File: config.mk
export PLATFORM = sky130hd
export DESIGN_NAME = rkc_front_flat
export DESIGN_NICKNAME = d
export VERILOG_FILES = /design/src/hw/rtl/rkc_pkg.sv /design/src/hw/rtl/rkc_in_if.sv /design/src/hw/rtl/rkc_front.sv /design/src/flat_wrapper.sv
export SDC_FILE = /design/constraint.sdc
export NUM_CORES = 1
export LEC_CHECK = 0
export BUFFER_PORTS_ARGS = -buffer_cell sky130_fd_sc_hd__buf_2
export CAP_MARGIN = 20
export CELL_PAD_IN_SITES_DETAIL_PLACEMENT = 1
export CELL_PAD_IN_SITES_GLOBAL_PLACEMENT = 2
export CORE_UTILIZATION = 25
export DETAILED_ROUTE_END_ITERATION = 7
export PLACE_DENSITY_LB_ADDON = 0.1
export REMOVE_ABC_BUFFERS = 1
export SLEW_MARGIN = 5
export SYNTH_ARGS = -nofsm -noshare
export SYNTH_HDL_FRONTEND = slang
export SYNTH_SLANG_ARGS = --single-unit
File: constraint.sdc
create_clock -name clk -period 4.54 [get_ports clk]
set_input_delay 0.681 -clock clk [delete_from_list [all_inputs] [get_ports clk]]
set_output_delay 0.681 -clock clk [all_outputs]
set_load 0.05 [all_outputs]
File: src/hw/rtl/rkc_pkg.sv
// rkc_pkg: shared types and constants for the RGB kernel convolution unit.
// No dependencies; every other file in hw/rtl depends on this package.
package rkc_pkg;

  localparam int CFG_W       = 11;  // widest configuration register
  localparam int CFG_IDX_W   = 2;
  localparam int DIM_W       = 11;
  localparam int KSIZE_W     = 3;
  localparam int COEF_IDX_W  = 3;
  localparam int COEF_W      = 16;
  localparam int CHAN_W      = 8;
  localparam int PIX_W       = 3 * CHAN_W;
  localparam int OUT_POS_W   = 10;
  localparam int POS_W       = 12;  // holds any row or column up to 4095
  localparam int EDIM_W      = POS_W + 1;
  localparam int SLOT_W      = 4;   // line buffer slot, up to 16 slots
  localparam int Q_DEPTH     = 4;
  localparam int Q_AW        = 2;
  localparam int Q_CNT_W     = Q_AW + 1;
  localparam logic [CHAN_W-1:0] SAT_MAX = 8'd255;

  localparam logic [CFG_IDX_W-1:0] REG_IMAGE_WIDTH  = 2'd0;
  localparam logic [CFG_IDX_W-1:0] REG_IMAGE_HEIGHT = 2'd1;
  localparam logic [CFG_IDX_W-1:0] REG_KERNEL_SIZE  = 2'd2;

  localparam logic ACT_COEF  = 1'b0;
  localparam logic ACT_PIXEL = 1'b1;

  typedef struct packed {
    logic [DIM_W-1:0]   image_width;
    logic [DIM_W-1:0]   image_height;
    logic [KSIZE_W-1:0] kernel_size;
  } cfg_t;

  typedef struct packed {
    logic                     action;
    logic [COEF_IDX_W-1:0]    coef_row;
    logic [COEF_IDX_W-1:0]    coef_col;
    logic signed [COEF_W-1:0] coef_value;
    logic [CHAN_W-1:0]        red_in;
    logic [CHAN_W-1:0]        green_in;
    logic [CHAN_W-1:0]        blue_in;
  } in_item_t;

  typedef struct packed {
    logic                 valid_res;
    logic [OUT_POS_W-1:0] out_row;
    logic [OUT_POS_W-1:0] out_col;
    logic [CHAN_W-1:0]    red_out;
    logic [CHAN_W-1:0]    green_out;
    logic [CHAN_W-1:0]    blue_out;
  } out_item_t;

  // Classified beat handed from the front end to the datapath
  typedef struct packed {
    logic                     is_pix;
    logic [COEF_IDX_W-1:0]    coef_row;
    logic [COEF_IDX_W-1:0]    coef_col;
    logic signed [COEF_W-1:0] coef_value;
    logic [PIX_W-1:0]         pix;
    logic [POS_W-1:0]         row;
    logic [POS_W-1:0]         col;
    logic [SLOT_W-1:0]        slot;
  } q_item_t;

endpackage

File: src/hw/rtl/rkc_in_if.sv
// rkc_in_if: valid/ready channel carrying input beats.
// Depends on rkc_pkg for the payload type.
interface rkc_in_if;
  logic               valid;
  logic               ready;
  rkc_pkg::in_item_t  data;
  modport source (output valid, output data, input ready);
  modport sink   (input valid, input data, output ready);
endinterface

File: src/hw/rtl/rkc_front.sv
// rkc_front: accepts input beats, tags pixels with row, column and line slot.
// Depends on rkc_pkg and rkc_in_if; feeds rkc_queue.
module rkc_front #(
  parameter int MAX_KERNEL = 7,
  parameter int MAX_WIDTH  = 1024,
  parameter int MAX_HEIGHT = 1024
) (
  input  logic             clk,
  input  logic             rst_n,
  input  rkc_pkg::cfg_t    cfg,
  rkc_in_if.sink           in_ch,
  input  logic             q_full,
  output logic             push,
  output rkc_pkg::q_item_t push_data
);
  import rkc_pkg::*;

  localparam int LINE_ROWS = (MAX_KERNEL > 1) ? MAX_KERNEL - 1 : 1;

  logic [POS_W-1:0]  row_r, row_nxt;
  logic [POS_W-1:0]  col_r, col_nxt;
  logic [SLOT_W-1:0] slot_r, slot_nxt;
  logic [EDIM_W-1:0] w_eff, h_eff;
  logic              pix_beat;

  function automatic logic [EDIM_W-1:0] eff_dim(input logic [DIM_W-1:0] v, input int maxv);
    logic [EDIM_W-1:0] r;
    r = EDIM_W'(v);
    if (v == '0) r = EDIM_W'(1);
    else if (r > EDIM_W'(maxv)) r = EDIM_W'(maxv);
    return r;
  endfunction

  assign w_eff = eff_dim(cfg.image_width, MAX_WIDTH);
  assign h_eff = eff_dim(cfg.image_height, MAX_HEIGHT);

  assign in_ch.ready = !q_full;
  assign push        = in_ch.valid && !q_full;
  assign pix_beat    = push && (in_ch.data.action == ACT_PIXEL);

  always_comb begin
    push_data.is_pix     = (in_ch.data.action == ACT_PIXEL);
    push_data.coef_row   = in_ch.data.coef_row;
    push_data.coef_col   = in_ch.data.coef_col;
    push_data.coef_value = in_ch.data.coef_value;
    push_data.pix        = {in_ch.data.red_in, in_ch.data.green_in, in_ch.data.blue_in};
    push_data.row        = row_r;
    push_data.col        = col_r;
    push_data.slot       = slot_r;
  end

  // Raster counters; the slot follows row mod line count without a divider
  always_comb begin
    row_nxt  = row_r;
    col_nxt  = col_r;
    slot_nxt = slot_r;
    if (pix_beat) begin
      if ((EDIM_W'(col_r) + EDIM_W'(1)) >= w_eff) begin
        col_nxt = '0;
        if ((EDIM_W'(row_r) + EDIM_W'(1)) >= h_eff) begin
          row_nxt  = '0;
          slot_nxt = '0;
        end else begin
          row_nxt  = row_r + POS_W'(1);
          slot_nxt = (slot_r == SLOT_W'(LINE_ROWS - 1)) ? '0 : slot_r + SLOT_W'(1);
        end
      end else begin
        col_nxt = col_r + POS_W'(1);
      end
    end
  end

  always_ff @(posedge clk) begin
    if (!rst_n) begin
      row_r  <= '0;
      col_r  <= '0;
      slot_r <= '0;
    end else begin
      row_r  <= row_nxt;
      col_r  <= col_nxt;
      slot_r <= slot_nxt;
    end
  end

endmodule

File: src/flat_wrapper.sv
// flat-port wrapper written by rule: the top's interface ports become plain ports
module rkc_front_flat import rkc_pkg::*;
#(
  parameter int MAX_KERNEL = 7,
  parameter int MAX_WIDTH  = 1024,
  parameter int MAX_HEIGHT = 1024
)
  (clk, rst_n, cfg, q_full, push, push_data, in_ch_valid, in_ch_data, in_ch_ready);
  rkc_in_if in_ch_i ();
  input  logic clk;
  input  logic rst_n;
  input  rkc_pkg::cfg_t cfg;
  input  logic q_full;
  output logic push;
  output rkc_pkg::q_item_t push_data;
  input wire logic [$bits(in_ch_i.valid)-1:0] in_ch_valid;
  input wire logic [$bits(in_ch_i.data)-1:0] in_ch_data;
  output wire logic [$bits(in_ch_i.ready)-1:0] in_ch_ready;
  assign in_ch_i.valid = in_ch_valid;
  assign in_ch_i.data = in_ch_data;
  assign in_ch_ready = in_ch_i.ready;
  rkc_front #(.MAX_KERNEL(MAX_KERNEL), .MAX_WIDTH(MAX_WIDTH), .MAX_HEIGHT(MAX_HEIGHT)) u_core (.clk(clk), .rst_n(rst_n), .cfg(cfg), .in_ch(in_ch_i), .q_full(q_full), .push(push), .push_data(push_data));
endmodule
After elaboration in Yosys (flattened, before gate mapping)
Index checks and enable logic that the tools add are counted. W data, S select, Z words.

Bits in registers: 28. Logic and storage cells: 27.

$add $sub $neg: 5. Multiplexer cells: 8. $lt $le $gt $ge: 4. Eq/ne operators: 1. Reduce and logical (&&, ||, !) cells: 6.

Operators with widths (number): $mux W11 (3); $add A12 B1 Y13 const B (2); $ge A13 B13 Y1 (2); $add A12 B1 Y12 const B (2); $mux W12 (2); $gt A11 B11 Y1 const B (2); $logic_not A11 Y1 (2); $mux W13 (1); $mux W4 (2); $add A4 B1 Y4 const B (1); $eq A4 B3 Y1 const B (1); $logic_and A1 B1 Y1 (2); $reduce_and A2 Y1 (1); $logic_not A1 Y1 (1).

Depth between registers and ports, before layout
Depth after elaboration: 5. Gate-level depth with buffers: 12. Mapped depth without buffers: 11.

Worst setup path after synthesis
OpenSTA, ideal clock, no wires.

Path type: flip-flop to flip-flop. Start: register u_core.col_r[0]. End: register u_core.slot_r[1]. Path buffers: 0. Cell stages (with the launch flop): 12. Data required time: 4452 ps. Data arrival time: 3184 ps. Clock period less this slack: 3272 ps. Setup time: 88 ps. Path slack: 1268 ps. Cells stage by stage: dfxtp_1 -> ha_1 -> and4_2 -> nand4_1 -> xnor2_1 -> ha_1 -> nand2_1 -> o211a_1 -> a311oi_4 -> o21a_4 -> nand3_4 -> o32ai_2.

Cells in the longest elaborated chain, start to end: 3.

Ends and longest elaborated chain: start, declared (RTL line rkc_front.sv:21) `logic [POS_W-1:0] col_r, col_nxt;`; start signal, assigned (RTL line rkc_front.sv:80) `col_r <= col_nxt;`; $add A12 B1 Y13 (RTL line rkc_front.sv:58) `if ((EDIM_W'(col_r) + EDIM_W'(1)) >= w_eff) begin`; $ge A13 B13 Y1 (RTL line rkc_front.sv:58); $reduce_and A2 Y1 (no line); end signal, assigned (RTL line rkc_front.sv:81) `slot_r <= slot_nxt;`; end, declared (RTL line rkc_front.sv:22) `logic [SLOT_W-1:0] slot_r, slot_nxt;`.

No other way between the ends. A chain may end at the register's enable or synchronous reset.

Worst setup path after layout
Start: register u_core.row_r[0]. End: register u_core.slot_r[1].

Cells in the longest elaborated chain, start to end: 3.

Ends and longest elaborated chain: start, declared (RTL line rkc_front.sv:20) `logic [POS_W-1:0] row_r, row_nxt;`; start signal, assigned (RTL line rkc_front.sv:79) `row_r <= row_nxt;`; $add A12 B1 Y13 (RTL line rkc_front.sv:60) `if ((EDIM_W'(row_r) + EDIM_W'(1)) >= h_eff) begin`; $ge A13 B13 Y1 (RTL line rkc_front.sv:60); $mux W4 (RTL line rkc_front.sv:60).

No other way between the ends.

==> impl_metrics.tcl <==
set metrics [dict create \
    p_leak_nw 1.234 \
    layout_commonest_cell "buf_2" \
    place.gp.congestion 0.7003 \
    critical_path.endpoint_type "flip-flop" \
    synthesis.area_mm2 0.002615 \
    placement_rows 36 \
    post-route-period-util 0.7567 \
    synth_edf_count 0 \
    worst_path_dominant_cell_family "compound AO/OA/AOI/OAI gates" \
    slew_headroom 0.5648 \
    die_height_um 104.3 \
    route.detailed.drc 0 \
    grt_pass1_vias 2285 \
    hold_violations 0 \
    slew_viol_final 0 \
    crit_slowest_cell "a221oi_4" \
    synth_simple_gate_area_share 0.2742 \
    path_clk_slew_ns 0.11 \
    htree_num_levels 1 \
    worst-setup-path-type "flip-flop to flip-flop" \
    synth_xor_area_frac 0.03684 \
    drt.antenna.violating_nets 0 \
    drt-total-wl_um 9607 \
    largest_family_of_logic_cells_by_synthesized_area "simple AND/OR/NAND/NOR gates" \
    cp_max_fo 10 \
    ys.warnings.count 0 \
    post_cts.repair.setup_buffers 0 \
    post_synth_fa_ha_maj_area_fraction 0.1244 \
    syn_area_per_cell_um2 8.172 \
    first_pass_grt_wire_length_um 14510 \
    numPortBuffers 57 \
    worstPathArrival_ns 3.64 \
    largest_net_degree_at_the_start_of_global_routing 18 \
    critical_path.cell_chain "ha_1, and2_0, nand4_1, xnor2_1, ha_1, a21o_1, a21oi_1, o21ai_0, a221oi_4, nand3_4, o32ai_2" \
    track_usage 0.1782 \
    crit_path_start_kind "flip-flop" \
    final.min_clock_period_ns 3.435 \
    detailroute.via_count 2332 \
    detailedPlacementHpwl_um 7641 \
    cts_tree "yes" \
    drv_cap 0 \
    outcome "finished, final reports clean" \
    synth_async_sr_flop_share 0 \
    finalNetCount 433 \
    finClkSkew_ns 0.007874 \
    clock-root-buffer "clkbuf_8" \
    post_drt_via_cell_ratio 5.037 \
    seq_area_frac_synth 0.2144 \
    syn_inst 320 \
    clock.fmax_mhz 291.1 \
    min_path_type "flip-flop to flip-flop" \
    finalPower_mw 0.4913 \
    gr-total-overflow 0 \
    syn_to_final_growth_pct 5.024 \
    compound_gate_fraction_of_synth_area 0.1684 \
    critPathMostFrequentCell "ha_1" \
    synth_area_leader_cell "dfxtp_1" \
    yosys_register_bits 28 \
    wire_per_inst_um 20.75 \
    floorplan.die_area_mm2 0.01087 \
    timing.final.setup_violations 0 \
    synthDominantCellAreaShare 0.2144 \
    synth.lib_cells_used.distinct 57 \
    initialDrtViolationCount 74 \
    ys_top_cells_by_area "dfxtp_1 (21%), buf_4 (13%), ha_1 (12%)" \
    rsz_0062_raised_after_global_routing "no" \
    max-vdd-ir-drop_v 0.00009742 \
    number_of_antenna_violations_at_the_first_check_in_global_routing 0 \
    cts-buffers-inserted 3 \
    pwr_density_cell_mw_per_mm2 178.9 \
    finalSetupTns_ns 0 \
    mostFrequentLayoutCells "buf_2 (57), nand2_1 (38), dfxtp_1 (28)" \
    cpPeakStageDelay_ns 0.64 \
    critPathRequiredTime_ns 4.74 \
    worst-slew-pin-transition_ns 0.6528 \
    start_util 0.2627 \
    post_cts.resized_instances 0 \
    detailedRoute.firstPassIterationCount 4 \
    worstPathBufferInverterCount 0 \
    chipWidth_um 104.3 \
    worst_skew_pair.late_latency_ns 0.28 \
    synth_ff_type "dfxtp_1" \
    core_area_mm2 0.009955 \
    post_synth_mux_area_share 0.01818 \
    diodes 0 \
    cts_buffer_depth 2 \
    postCtsHoldBufs 0 \
    tritoncts_num_sinks 28 \
    drive_gt1_frac 0.2667 \
    ios 153 \
]
==> cell families after synthesis <==
logic type / count (synthesis)
muxes: 3
and+or+nand+nor: 129
buffers and inverters: 65
DFF: 28
AOI/OAI and AO/OA: 58
adders and majority gates: 26
xor gates and xnor gates: 11
==> registers in the layout, summed over array words and instances (netlist names) <==
name / cells
u_core.col_r: 12
u_core.row_r: 12
u_core.slot_r: 4
==> synth_stat cells (all sizes together) (5+ instances only) <==
| cell type | instances |
|---|---|
| nand2 | 39 |
| buf | 48 |
| a22oi | 6 |
| dfxtp | 28 |
| o21ai | 13 |
| nor4 | 5 |
| or2 | 7 |
| nor2 | 23 |
| nand3 | 12 |
| inv | 12 |
| nand4 | 13 |
| nand2b | 5 |
| and2 | 7 |
| nor3 | 5 |
| xnor2 | 10 |
| a21oi | 13 |
| ha | 26 |
==> power by group <==
group          leakage, nW  total (mW)  switching (mW)  internal [mW]
combinational        0.980      0.0761          0.0484         0.0277
clock               0.0288       0.167          0.0893         0.0779
sequential           0.226       0.248         0.00165          0.246
==> final timing paths <==
check | endpoint | depth (start not counted) | startpoint | slack (ns)
max | u_core.slot_r[1] | 11 | u_core.row_r[0] | 1.10
min | u_core.slot_r[3] | 1 | u_core.slot_r[3] | 0.52
max reg2reg | u_core.slot_r[1] | 11 | u_core.row_r[0] | 1.10
min reg2reg | u_core.slot_r[3] | 1 | u_core.slot_r[3] | 0.52
==> per-layer routing <==
| layer | global-route usage | wire length, um | share of wire |
|---|---|---|---|
| met5 | 0.08571 | 82 | 0.0085 |
| met4 | 0.02347 | 55 | 0.0057 |
| met3 | 0.1291 | 1411 | 0.15 |
| met2 | 0.2223 | 3507 | 0.37 |
| met1 | 0.2378 | 4549 | 0.47 |
==> layout make-up <==
class	count	area, um^2
Tap cell	133	166.4
Sequential cell	28	560.5
Fill cell	1205	7208
Timing Repair Buffer	57	285.3
Multi-Input combinational cell	227	1627
Clock buffer	4	55.05
Inverter	14	52.55
==> metrics by stage <==
| stage | cells | area (um^2) | setup WS [ns] | hold slack, ns | utilization |
|---|---|---|---|---|---|
| final | 463 | 2746 | 1.105 | 0.5191 | 0.2759 |
| after global routing | 463 | 2746 | 0.8098 | 0.5393 | 0.2759 |
| after CTS | 463 | 2746 | 1.091 | 0.5213 | 0.2759 |
| after detailed placement | 459 | 2691 | 1.102 | 0.5047 | 0.2704 |
| after global placement | 459 | 2691 | 1.085 | 0.4965 | 0.2704 |
| after floorplan | 269 | 2240 | 1.210 | 0.7048 | - |
No activity file was read; power rests on OpenSTA's default activity.
