--- src/hw/rtl/rkc_pkg.sv ---
// rkc_pkg: shared types and constants for the RGB kernel convolution unit.
// No dependencies; every other file in hw/rtl depends on this package.
package rkc_pkg;

  localparam int CFG_W       = 11;  // widest configuration register
  localparam int CFG_IDX_W   = 2;
  localparam int DIM_W       = 11;
  localparam int KSIZE_W     = 3;
  localparam int COEF_IDX_W  = 3;
  localparam int COEF_W      = 16;
  localparam int CHAN_W      = 8;
  localparam int PIX_W       = 3 * CHAN_W;
  localparam int OUT_POS_W   = 10;
  localparam int POS_W       = 12;  // holds any row or column up to 4095
  localparam int EDIM_W      = POS_W + 1;
  localparam int SLOT_W      = 4;   // line buffer slot, up to 16 slots
  localparam int Q_DEPTH     = 4;
  localparam int Q_AW        = 2;
  localparam int Q_CNT_W     = Q_AW + 1;
  localparam logic [CHAN_W-1:0] SAT_MAX = 8'd255;

  localparam logic [CFG_IDX_W-1:0] REG_IMAGE_WIDTH  = 2'd0;
  localparam logic [CFG_IDX_W-1:0] REG_IMAGE_HEIGHT = 2'd1;
  localparam logic [CFG_IDX_W-1:0] REG_KERNEL_SIZE  = 2'd2;

  localparam logic ACT_COEF  = 1'b0;
  localparam logic ACT_PIXEL = 1'b1;

  typedef struct packed {
    logic [DIM_W-1:0]   image_width;
    logic [DIM_W-1:0]   image_height;
    logic [KSIZE_W-1:0] kernel_size;
  } cfg_t;

  typedef struct packed {
    logic                     action;
    logic [COEF_IDX_W-1:0]    coef_row;
    logic [COEF_IDX_W-1:0]    coef_col;
    logic signed [COEF_W-1:0] coef_value;
    logic [CHAN_W-1:0]        red_in;
    logic [CHAN_W-1:0]        green_in;
    logic [CHAN_W-1:0]        blue_in;
  } in_item_t;

  typedef struct packed {
    logic                 valid_res;
    logic [OUT_POS_W-1:0] out_row;
    logic [OUT_POS_W-1:0] out_col;
    logic [CHAN_W-1:0]    red_out;
    logic [CHAN_W-1:0]    green_out;
    logic [CHAN_W-1:0]    blue_out;
  } out_item_t;

  // Classified beat handed from the front end to the datapath
  typedef struct packed {
    logic                     is_pix;
    logic [COEF_IDX_W-1:0]    coef_row;
    logic [COEF_IDX_W-1:0]    coef_col;
    logic signed [COEF_W-1:0] coef_value;
    logic [PIX_W-1:0]         pix;
    logic [POS_W-1:0]         row;
    logic [POS_W-1:0]         col;
    logic [SLOT_W-1:0]        slot;
  } q_item_t;

endpackage

--- src/hw/rtl/rkc_queue.sv ---
// rkc_queue: short FIFO of classified beats between front end and datapath.
// Depends on rkc_pkg.
module rkc_queue (
  input  logic             clk,
  input  logic             rst_n,
  input  logic             push,
  input  rkc_pkg::q_item_t push_data,
  output logic             full,
  input  logic             pop,
  output logic             q_valid,
  output rkc_pkg::q_item_t q_data
);
  import rkc_pkg::*;

  q_item_t            mem_r [Q_DEPTH];
  logic [Q_AW-1:0]    wr_ptr_r, rd_ptr_r;
  logic [Q_CNT_W-1:0] cnt_r, cnt_nxt;

  assign full    = (cnt_r == Q_CNT_W'(Q_DEPTH));
  assign q_valid = (cnt_r != '0);
  assign q_data  = mem_r[rd_ptr_r];

  always_comb begin
    cnt_nxt = cnt_r;
    if (push && !pop) cnt_nxt = cnt_r + Q_CNT_W'(1);
    else if (!push && pop) cnt_nxt = cnt_r - Q_CNT_W'(1);
  end

  always_ff @(posedge clk) begin
    if (push) mem_r[wr_ptr_r] <= push_data;
  end

  always_ff @(posedge clk) begin
    if (!rst_n) begin
      wr_ptr_r <= '0;
      rd_ptr_r <= '0;
      cnt_r    <= '0;
    end else begin
      if (push) wr_ptr_r <= wr_ptr_r + Q_AW'(1);
      if (pop)  rd_ptr_r <= rd_ptr_r + Q_AW'(1);
      cnt_r <= cnt_nxt;
    end
  end

  a_cnt_bound: assert property (@(posedge clk) disable iff (!rst_n)
    cnt_r <= Q_CNT_W'(Q_DEPTH)) else $error("queue count above depth");
  a_no_pop_empty: assert property (@(posedge clk) disable iff (!rst_n)
    pop |-> q_valid) else $error("pop from empty queue");
  a_no_push_full: assert property (@(posedge clk) disable iff (!rst_n)
    push |-> !full) else $error("push into full queue");
  a_ptr_track: assert property (@(posedge clk) disable iff (!rst_n)
    (push && !pop) |=> cnt_r == $past(cnt_r) + Q_CNT_W'(1))
    else $error("queue count lost a beat");

endmodule

--- config.mk ---
export PLATFORM = sky130hd
export DESIGN_NAME = rkc_queue
export DESIGN_NICKNAME = d
export VERILOG_FILES = /design/src/hw/rtl/rkc_pkg.sv /design/src/hw/rtl/rkc_queue.sv
export SDC_FILE = /design/constraint.sdc
export NUM_CORES = 1
export LEC_CHECK = 0
export CAP_MARGIN = 20
export CORE_UTILIZATION = 43
export CTS_BUF_LIST = sky130_fd_sc_hd__clkbuf_2 sky130_fd_sc_hd__clkbuf_4 sky130_fd_sc_hd__clkbuf_8
export DETAILED_ROUTE_END_ITERATION = 10
export DONT_BUFFER_PORTS = 1
export GPL_TIMING_DRIVEN = 0
export PLACE_DENSITY = 0.61
export SLEW_MARGIN = 20
export SYNTH_ARGS = -nofsm -noshare
export SYNTH_HDL_FRONTEND = slang
export SYNTH_SLANG_ARGS = --single-unit
--- constraint.sdc ---
create_clock -name clk -period 3.1 [get_ports clk]
set_input_delay 0.62 -clock clk [delete_from_list [all_inputs] [get_ports clk]]
set_output_delay 0.62 -clock clk [all_outputs]
set_load 0.05 [all_outputs]
== Word-level counts from Yosys, hierarchy flattened ==
Memory sizes are Yosys's and may differ from the RTL's. A register that Yosys moved wholly into a read port is not among the register bits.
Index checks and enable logic that the tools add are counted.

* Bits in registers: 7
* Bits in writable memories: 300
* Input bits: 79
* Output and inout bits: 77
* Word-level logic and storage cells: 21
* Memories kept: 1

{| class="wikitable"
|+ Memory list
! memory !! words !! width !! read ports !! clocked after Yosys merged registers in !! write ports !! line !! text
|-
| mem_r || 4 || 75 || 1 || 1 || 1 || rkc_queue.sv:15 || <nowiki>q_item_t mem_r [Q_DEPTH];</nowiki>
|}

* Add/sub/neg operators: 4
* Eq/ne operators: 1
* Multiplexer cells: 6
* Reduce and logical (&&, ||, !) cells: 6

{| class="wikitable"
|+ Operators by type and width
! operator !! count
|-
| 3-bit 2-to-1 mux || 2
|-
| 2-bit by 1-bit adder with 2-bit output, second input constant || 2
|-
| 2-bit 2-to-1 mux || 2
|-
| 3-bit by 1-bit adder with 3-bit output, second input constant || 1
|-
| 3-bit equality test, second input constant || 1
|-
| 3-bit nonzero test || 1
|-
| 3-bit by 1-bit subtractor with 3-bit output, second input constant || 1
|-
| 1-bit logical AND || 2
|-
| 1-bit zero test || 2
|-
| 1-bit 2-to-1 mux || 2
|-
| 2-bit nonzero test || 1
|}

== Depth between registers and ports, before layout ==
Gate-level depths: netlist of the first run.

* Depth in word-level cells: 4
* Mapped depth: 7
* Depth with buffers taken out: 7

== Worst setup path before layout of the first run ==
No wires, ideal clock.

* Kind: input to register
* Start point: input port push
* End point: memory mem_r[0][0] (netlist bit) (enable)
* Library setup time: 441 ps
* Arrival time: 2,372 ps
* Data required time: 2,659 ps
* Setup slack: 287 ps
* Cell stages on the path: 1
* Buffers on the path: 0
* Cell sequence: and2_1

* Longest elaborated chain between the ends: 2

{| class="wikitable"
|+ RTL lines
! element !! line !! text
|-
| start, declared || rkc_queue.sv:6 || <nowiki>input logic push,</nowiki>
|-
| 1-bit 2-to-1 mux || rkc_queue.sv:30 || <nowiki>if (push) mem_r[wr_ptr_r] <= push_data;</nowiki>
|-
| 1-bit 2-to-1 mux (implied by the code) || rkc_queue.sv:30 ||
|-
| end, declared || rkc_queue.sv:15 ||
|}

Every way passes these cells.

==> reports/summary.txt, run 1 <==
FF-to-FF setup slack: 1.20 ns
Syn-to-layout area delta: 12.9%
Leak: 3.99 nW
Die Span Y: 164 um
Synthesized area: 11300 um^2
DRC viols: 0
Clock Pin Slew Worst Setup and Hold Paths: 0.07 ns
FF/Latch Area: 9190 um^2
Final max-slew violation count: 0
Outcome: finished, final reports clean
Slowest cell on the critical path: mux4_2
Most common cell in the netlist: edfxtp_1
Row Count: 58
CP required: 2.48 ns
Most common library cells after synthesis: 300 x edfxtp_1, 75 x mux4_2, 9 x and2_1, 9 x dfxtp_1
GRT Total Usage: 14.9%
Total Power: 9.26 mW
Post-synth EDFFs: 300
H-tree depth: 2
Worst-margin pin slew: 0.822 ns
Routed via count: 4545
YS warnings: 0
FMAX: 373 MHz
CP Launch Type: flip-flop
DR pass1 iterations: 4
Fillers: 2003
PD cells: 728 nW/um^2
CP Cell Sequence: buf_6 -> buf_6 -> mux4_2
Synthesized instance count: 434
Placed Cells: 768
Vias in the first global route: 5165
Crit-path max FO: 10
Final HPWL DP: 11800 um
Sink Count: 309
Multi-input logic area: 1960 um^2
Syn_area_per_cell: 26.0 um^2
Synth unique cells: 20
Final nets: 574
Core Region: 25500 um^2
Die area: 26800 um^2
First-pass GRT wire length: 29500 um
Max-Cap Viols: 0
Final setup fails: 0
Largest net degree at the start of global routing: 45
Crit share post-route: 86.5%
Root buf cell: clkbuf_8
N_diodes: 0
Synth Flop Type: edfxtp_1
Synthesized Nets: 519
X dimension of the die: 164 um
Largest area contributor in the netlist: edfxtp_1
Routed len/inst: 23.1 um
Worst hold path class: primary input to flip-flop
Non-Filler Instances: 855
TritonCTS Buffers: 49
CP arrival: 2.06 ns
I/O Buffers: 0
# Post-CTS Setup Buffers: 0
CTS tree: yes
Worst VDD drop: 381 uV
Clock buffer depth: 3
Flops & latches, synth: 309
Sequential fraction of the synthesis area: 81.6%
CP most frequent cell: buf_6
Worst-skew pair later-pin latency: 0.55 ns
Critical path class: flip-flop to output port
Final GP Congestion: 0.707
Cts hold-fix bufs: 0
Total gr overflow: 0
Post-synth top area share: 80.0%
Async S/R FF share, synth: 0%
Via density: 5.32
Share of cells above drive strength 1: 32.6%
Top cells by area, synth: edfxtp_1 80%, mux4_2 15%, dfxtp_1 1.6%, buf_6 0.60%, ha_1 0.56%
Ports: 156
Worst clock skew: 0.0229 ns
Remaining antenna violation count after routing: 0
RSZ-0062 raised after global routing: false
Hold Worst Slack: 0.161 ns
Hold Vio Cnt, Final: 0
Starting Density: 44.2%
Worst setup EP type: output port
Post-CTS sizing: 0
Routed wire length: 19700 um
Crit path largest cell delay: 0.70 ns
Starting DRT DRC Count: 277
Slew HR: 45.0%
Setup TNS: 0 ns
Initial antenna violation count: 0
Min Clock Period, post-route: 2.68 ns
## registers in the layout, summed over array words and instances, names as in the netlist, named ones only
signal and count:
mem_r 300, cnt_r 3, rd_ptr_r 2, wr_ptr_r 2
## worst max-delay path, delay by kind of cell, from the launching register on
kind,cells,cell delay (ns)
mux,1,0.70
buf+inv,2,0.44
flops,1,0.38
## area by class of cell
cell class	instances	area share, %
inverter	4	0.118
clock buffer	66	6.60
clock inverter	21	0.708
tap	330	3.25
timing repair buffer	4	0.748
multi-input combinational	105	15.4
sequential	309	72.3
buffer	16	0.945
## placed cells by master, fill, tap and decap left out, drive strengths merged, types with 2 or more instances in the layout
master  instances
edfxtp        300
mux4           75
clkbuf         68
clkinv         20
buf            18
dfxtp           9
and2            9
ha              5
inv             4
xor2            3
or3             2
xnor2           2
mux2i           2
nor2b           2
## per-layer routing
metal	vias up	routed length, um	GRT usage [%]
met5	-	0	0
met3	27	2090	6.99
met4	0	270	4.46
met2	157	9970	25.3
li1	1975	-	-
met1	2386	7390	16.8
## worst paths after layout
| check | startpoint | endpoint | cells past startpoint |
|---|---|---|---|
| max | flip-flop | q_data[31] | 3 |
| min reg2reg | cnt_r[2] | cnt_r[2] | 2 |
| max reg2reg | wr_ptr_r[0] | mem_r[1][25] | 3 |
| min | push_data[72] | mem_r[3][72] | 0 |
## report_power, final
| part | switching [mW] | total, mW | leakage [nW] | internal [mW] |
|---|---|---|---|---|
| registers | 0.0503 | 4.85 | 2.83 | 4.80 |
| logic | 0.877 | 1.18 | 0.671 | 0.301 |
| clock network | 1.48 | 3.23 | 0.492 | 1.75 |
| total | 2.41 | 9.26 | 3.99 | 6.85 |
## stage by stage
stage	setup WS (ns)	instance area [um^2]	util (%)
global placement	-1.09	11700	45.8
global route	0.283	12700	49.9
detailed placement	0.947	11800	46.3
finish	0.418	12700	49.9
CTS	0.330	12700	49.9
floorplan	0.287	11300	-
## cell families after synthesis
kind of cell               share of synthesized area [%]
muxes                                               15.2
DFF                                                 81.6
AOI/OAI and AO/OA                                  0.111
xor gates and xnor gates                           0.389
and+or+nand+nor                                    0.822
adders and majority gates                          0.733
buffers and inverters                               1.20
No activity file was read; power rests on OpenSTA's default activity.
==> run 2, diff against run 1 <==
Settings changed: CORE_MARGIN set to 10.
==> reports/summary.txt, run 2 (synthesis results as in run 1) <==
Outcome: finished, final reports clean
Worst-skew pair later-pin latency: 0.53 ns (-0.02 ns)
Clock Pin Slew Worst Setup and Hold Paths: 0.06 ns (about the same)
X dimension of the die: 182 um (+11%)
Largest register FFs: 300 (unchanged)
Top reg by flops: mem_r
Vias in the first global route: 5049 (-2.2%)
Final setup fails: 0 (unchanged)
Worst VDD drop: 406 uV (+6.7%)
Row Count: 59 (+1.7%)
H-tree depth: 2 (unchanged)
Sink Count: 309 (unchanged)
Crit-path max FO: 10 (unchanged)
Top flop regs: mem_r (300), cnt_r (3)
Final nets: 576 (+0.35%)
Clock power share: 34.8% (about the same)
Via density: 5.23 (-1.6%)
Max-Cap Viols: 0 (unchanged)
Worst hold path class: primary input to flip-flop
Initial antenna violation count: 0 (unchanged)
I/O Buffers: 0 (unchanged)
Ports: 156 (unchanged)
First-pass GRT wire length: 31300 um (+6.0%)
Clock buffer depth: 3 (unchanged)
CP Launch Type: flip-flop
FMAX: 371 MHz (-0.54%)
GRT Total Usage: 12.3% (-2.6 points)
Worst-margin pin slew: 0.844 ns (+0.0220 ns)
RSZ-0062 raised after global routing: false
Share of cells above drive strength 1: 33.6% (+1.1 points)
Leading cell type in the layout, fill and taps excluded: edfxtp_1
PD cells: 726 nW/um^2 (-0.29%)
Starting Density: 43.5% (-0.75 points)
Routed wire length: 20600 um (+4.3%)
# Post-CTS Setup Buffers: 0 (unchanged)
Worst clock skew: 0.0132 ns (-0.00970 ns)
Post-CTS sizing: 0 (unchanged)
Net switching power: 2.39 mW (-0.52%)
Routed via count: 4519 (-0.57%)
Slowest cell on the critical path: mux4_2
Final HPWL DP: 13100 um (+11%)
P_int: 6.88 mW (+0.38%)
TritonCTS Buffers: 49 (unchanged)
Top Metal Used: met4
Final core occ: 49.3% (-0.63 points)
Syn-to-layout area delta: 13.4%
Leak: 4.03 nW (+0.85%)
N_diodes: 0 (unchanged)
DR pass1 iterations: 4 (unchanged)
Total gr overflow: 0 (unchanged)
Sw Ratio: 25.8% (-0.17 points)
Worst setup EP type: output port
Core Region: 25900 um^2 (+1.7%)
Min Clock Period, post-route: 2.70 ns (+0.0146 ns)
Starting DRT DRC Count: 260 (-6.1%)
CP required: 2.48 ns (about the same)
Remaining antenna violation count after routing: 0 (unchanged)
Metal-1 WL: 7610 um (+3.0%)
DRC viols: 0 (unchanged)
Comb power frac: 12.9% (+0.2 points)
Final max-slew violation count: 0 (unchanged)
Total Power: 9.27 mW (+0.15%)
CP Cell Sequence: buf_2 -> buf_2 -> mux4_2
Sequential Power Share: 52.3% (about the same)
CTS tree: yes
Largest net degree at the start of global routing: 44 (-2.2%)
Fillers: 1992 (-0.55%)
Crit path largest cell delay: 0.53 ns (-0.17 ns)
Most frequent cells in the layout: 300 x edfxtp_1, 75 x mux4_2, 51 x clkbuf_8
Die Span Y: 182 um (+11%)
Crit share post-route: 87.0% (+0.47 points)
Critical path class: flip-flop to output port
CP arrival: 2.08 ns (+0.02 ns)
CP most frequent cell: buf_2
Die area: 33100 um^2 (+23%)
Routed len/inst: 23.8 um (+3.2%)
Final GP Congestion: 0.716 (+1.2%)
Hold Vio Cnt, Final: 0 (unchanged)
Slew HR: 43.5% (-1.5 points)
WL met2: 10200 um (+2.1%)
Wire length on met3: 2380 um (+14%)
Cts hold-fix bufs: 0 (unchanged)
Root buf cell: clkbuf_8
[run 2: power groups by stage]
stage	logic, mW	clock network, mW	registers [mW]
after global placement	1.19	0	4.95
after floorplan	1.03	0	4.93
after detailed placement	1.23	0	4.94
after CTS	1.23	3.35	4.85
after global routing	1.26	3.58	4.86
final	1.19	3.23	4.85
[run 2: path summary, 6_finish.rpt]
path                       from           end  cells past startpoint  slack, ns
setup / recovery      flip-flop    q_data[60]                      3       0.40
hold / removal    push_data[62]  mem_r[0][62]                      0       0.17
setup reg to reg    wr_ptr_r[0]  mem_r[0][16]                      4       1.28
hold reg to reg        cnt_r[2]      cnt_r[2]                      2       0.52
[run 2: worst max-delay path, delay by kind of cell (launching register included)]
| kind | cells | cell delay, ns |
|---|---|---|
| buf+inv | 2 | 0.65 |
| mux | 1 | 0.53 |
| flops | 1 | 0.34 |
[run 2: through the flow]
| step | hold WS, ns | cell area [um^2] | cells | setup slack [ns] | setup TNS [ns] |
|---|---|---|---|---|---|
| finish | 0.171 | 12800 | 864 | 0.404 | 0 |
| global route | 0.112 | 12800 | 864 | 0.249 | 0 |
| CTS | 0.119 | 12800 | 864 | 0.296 | 0 |
| detailed placement | 0.509 | 11800 | 775 | 0.901 | 0 |
| global placement | 0.480 | 11700 | 769 | -1.12 | -323.12 |
| floorplan | 0.467 | 11300 | 434 | 0.287 | 0 |
[run 2: routing by layer]
metal | vias up | global-route usage [%]
li1 | 1981 | -
met1 | 2347 | 13.3
met2 | 160 | 20.3
met3 | 31 | 6.88
met4 | 0 | 3.84
met5 | - | 0
[run 2: layout make-up]
| type | count | area [um^2] | share of cell area (%) |
|---|---|---|---|
| clock inverters | 25 | 140 | 1.10 |
| plain buffers | 16 | 120 | 0.940 |
| multi-input cells | 105 | 1960 | 15.3 |
| repair buffers | 6 | 135 | 1.06 |
| well taps | 335 | 419 | 3.28 |
| inverters | 4 | 15.0 | 0.118 |
| flip-flops and latches | 309 | 9190 | 71.9 |
| clock buffers | 64 | 800 | 6.26 |
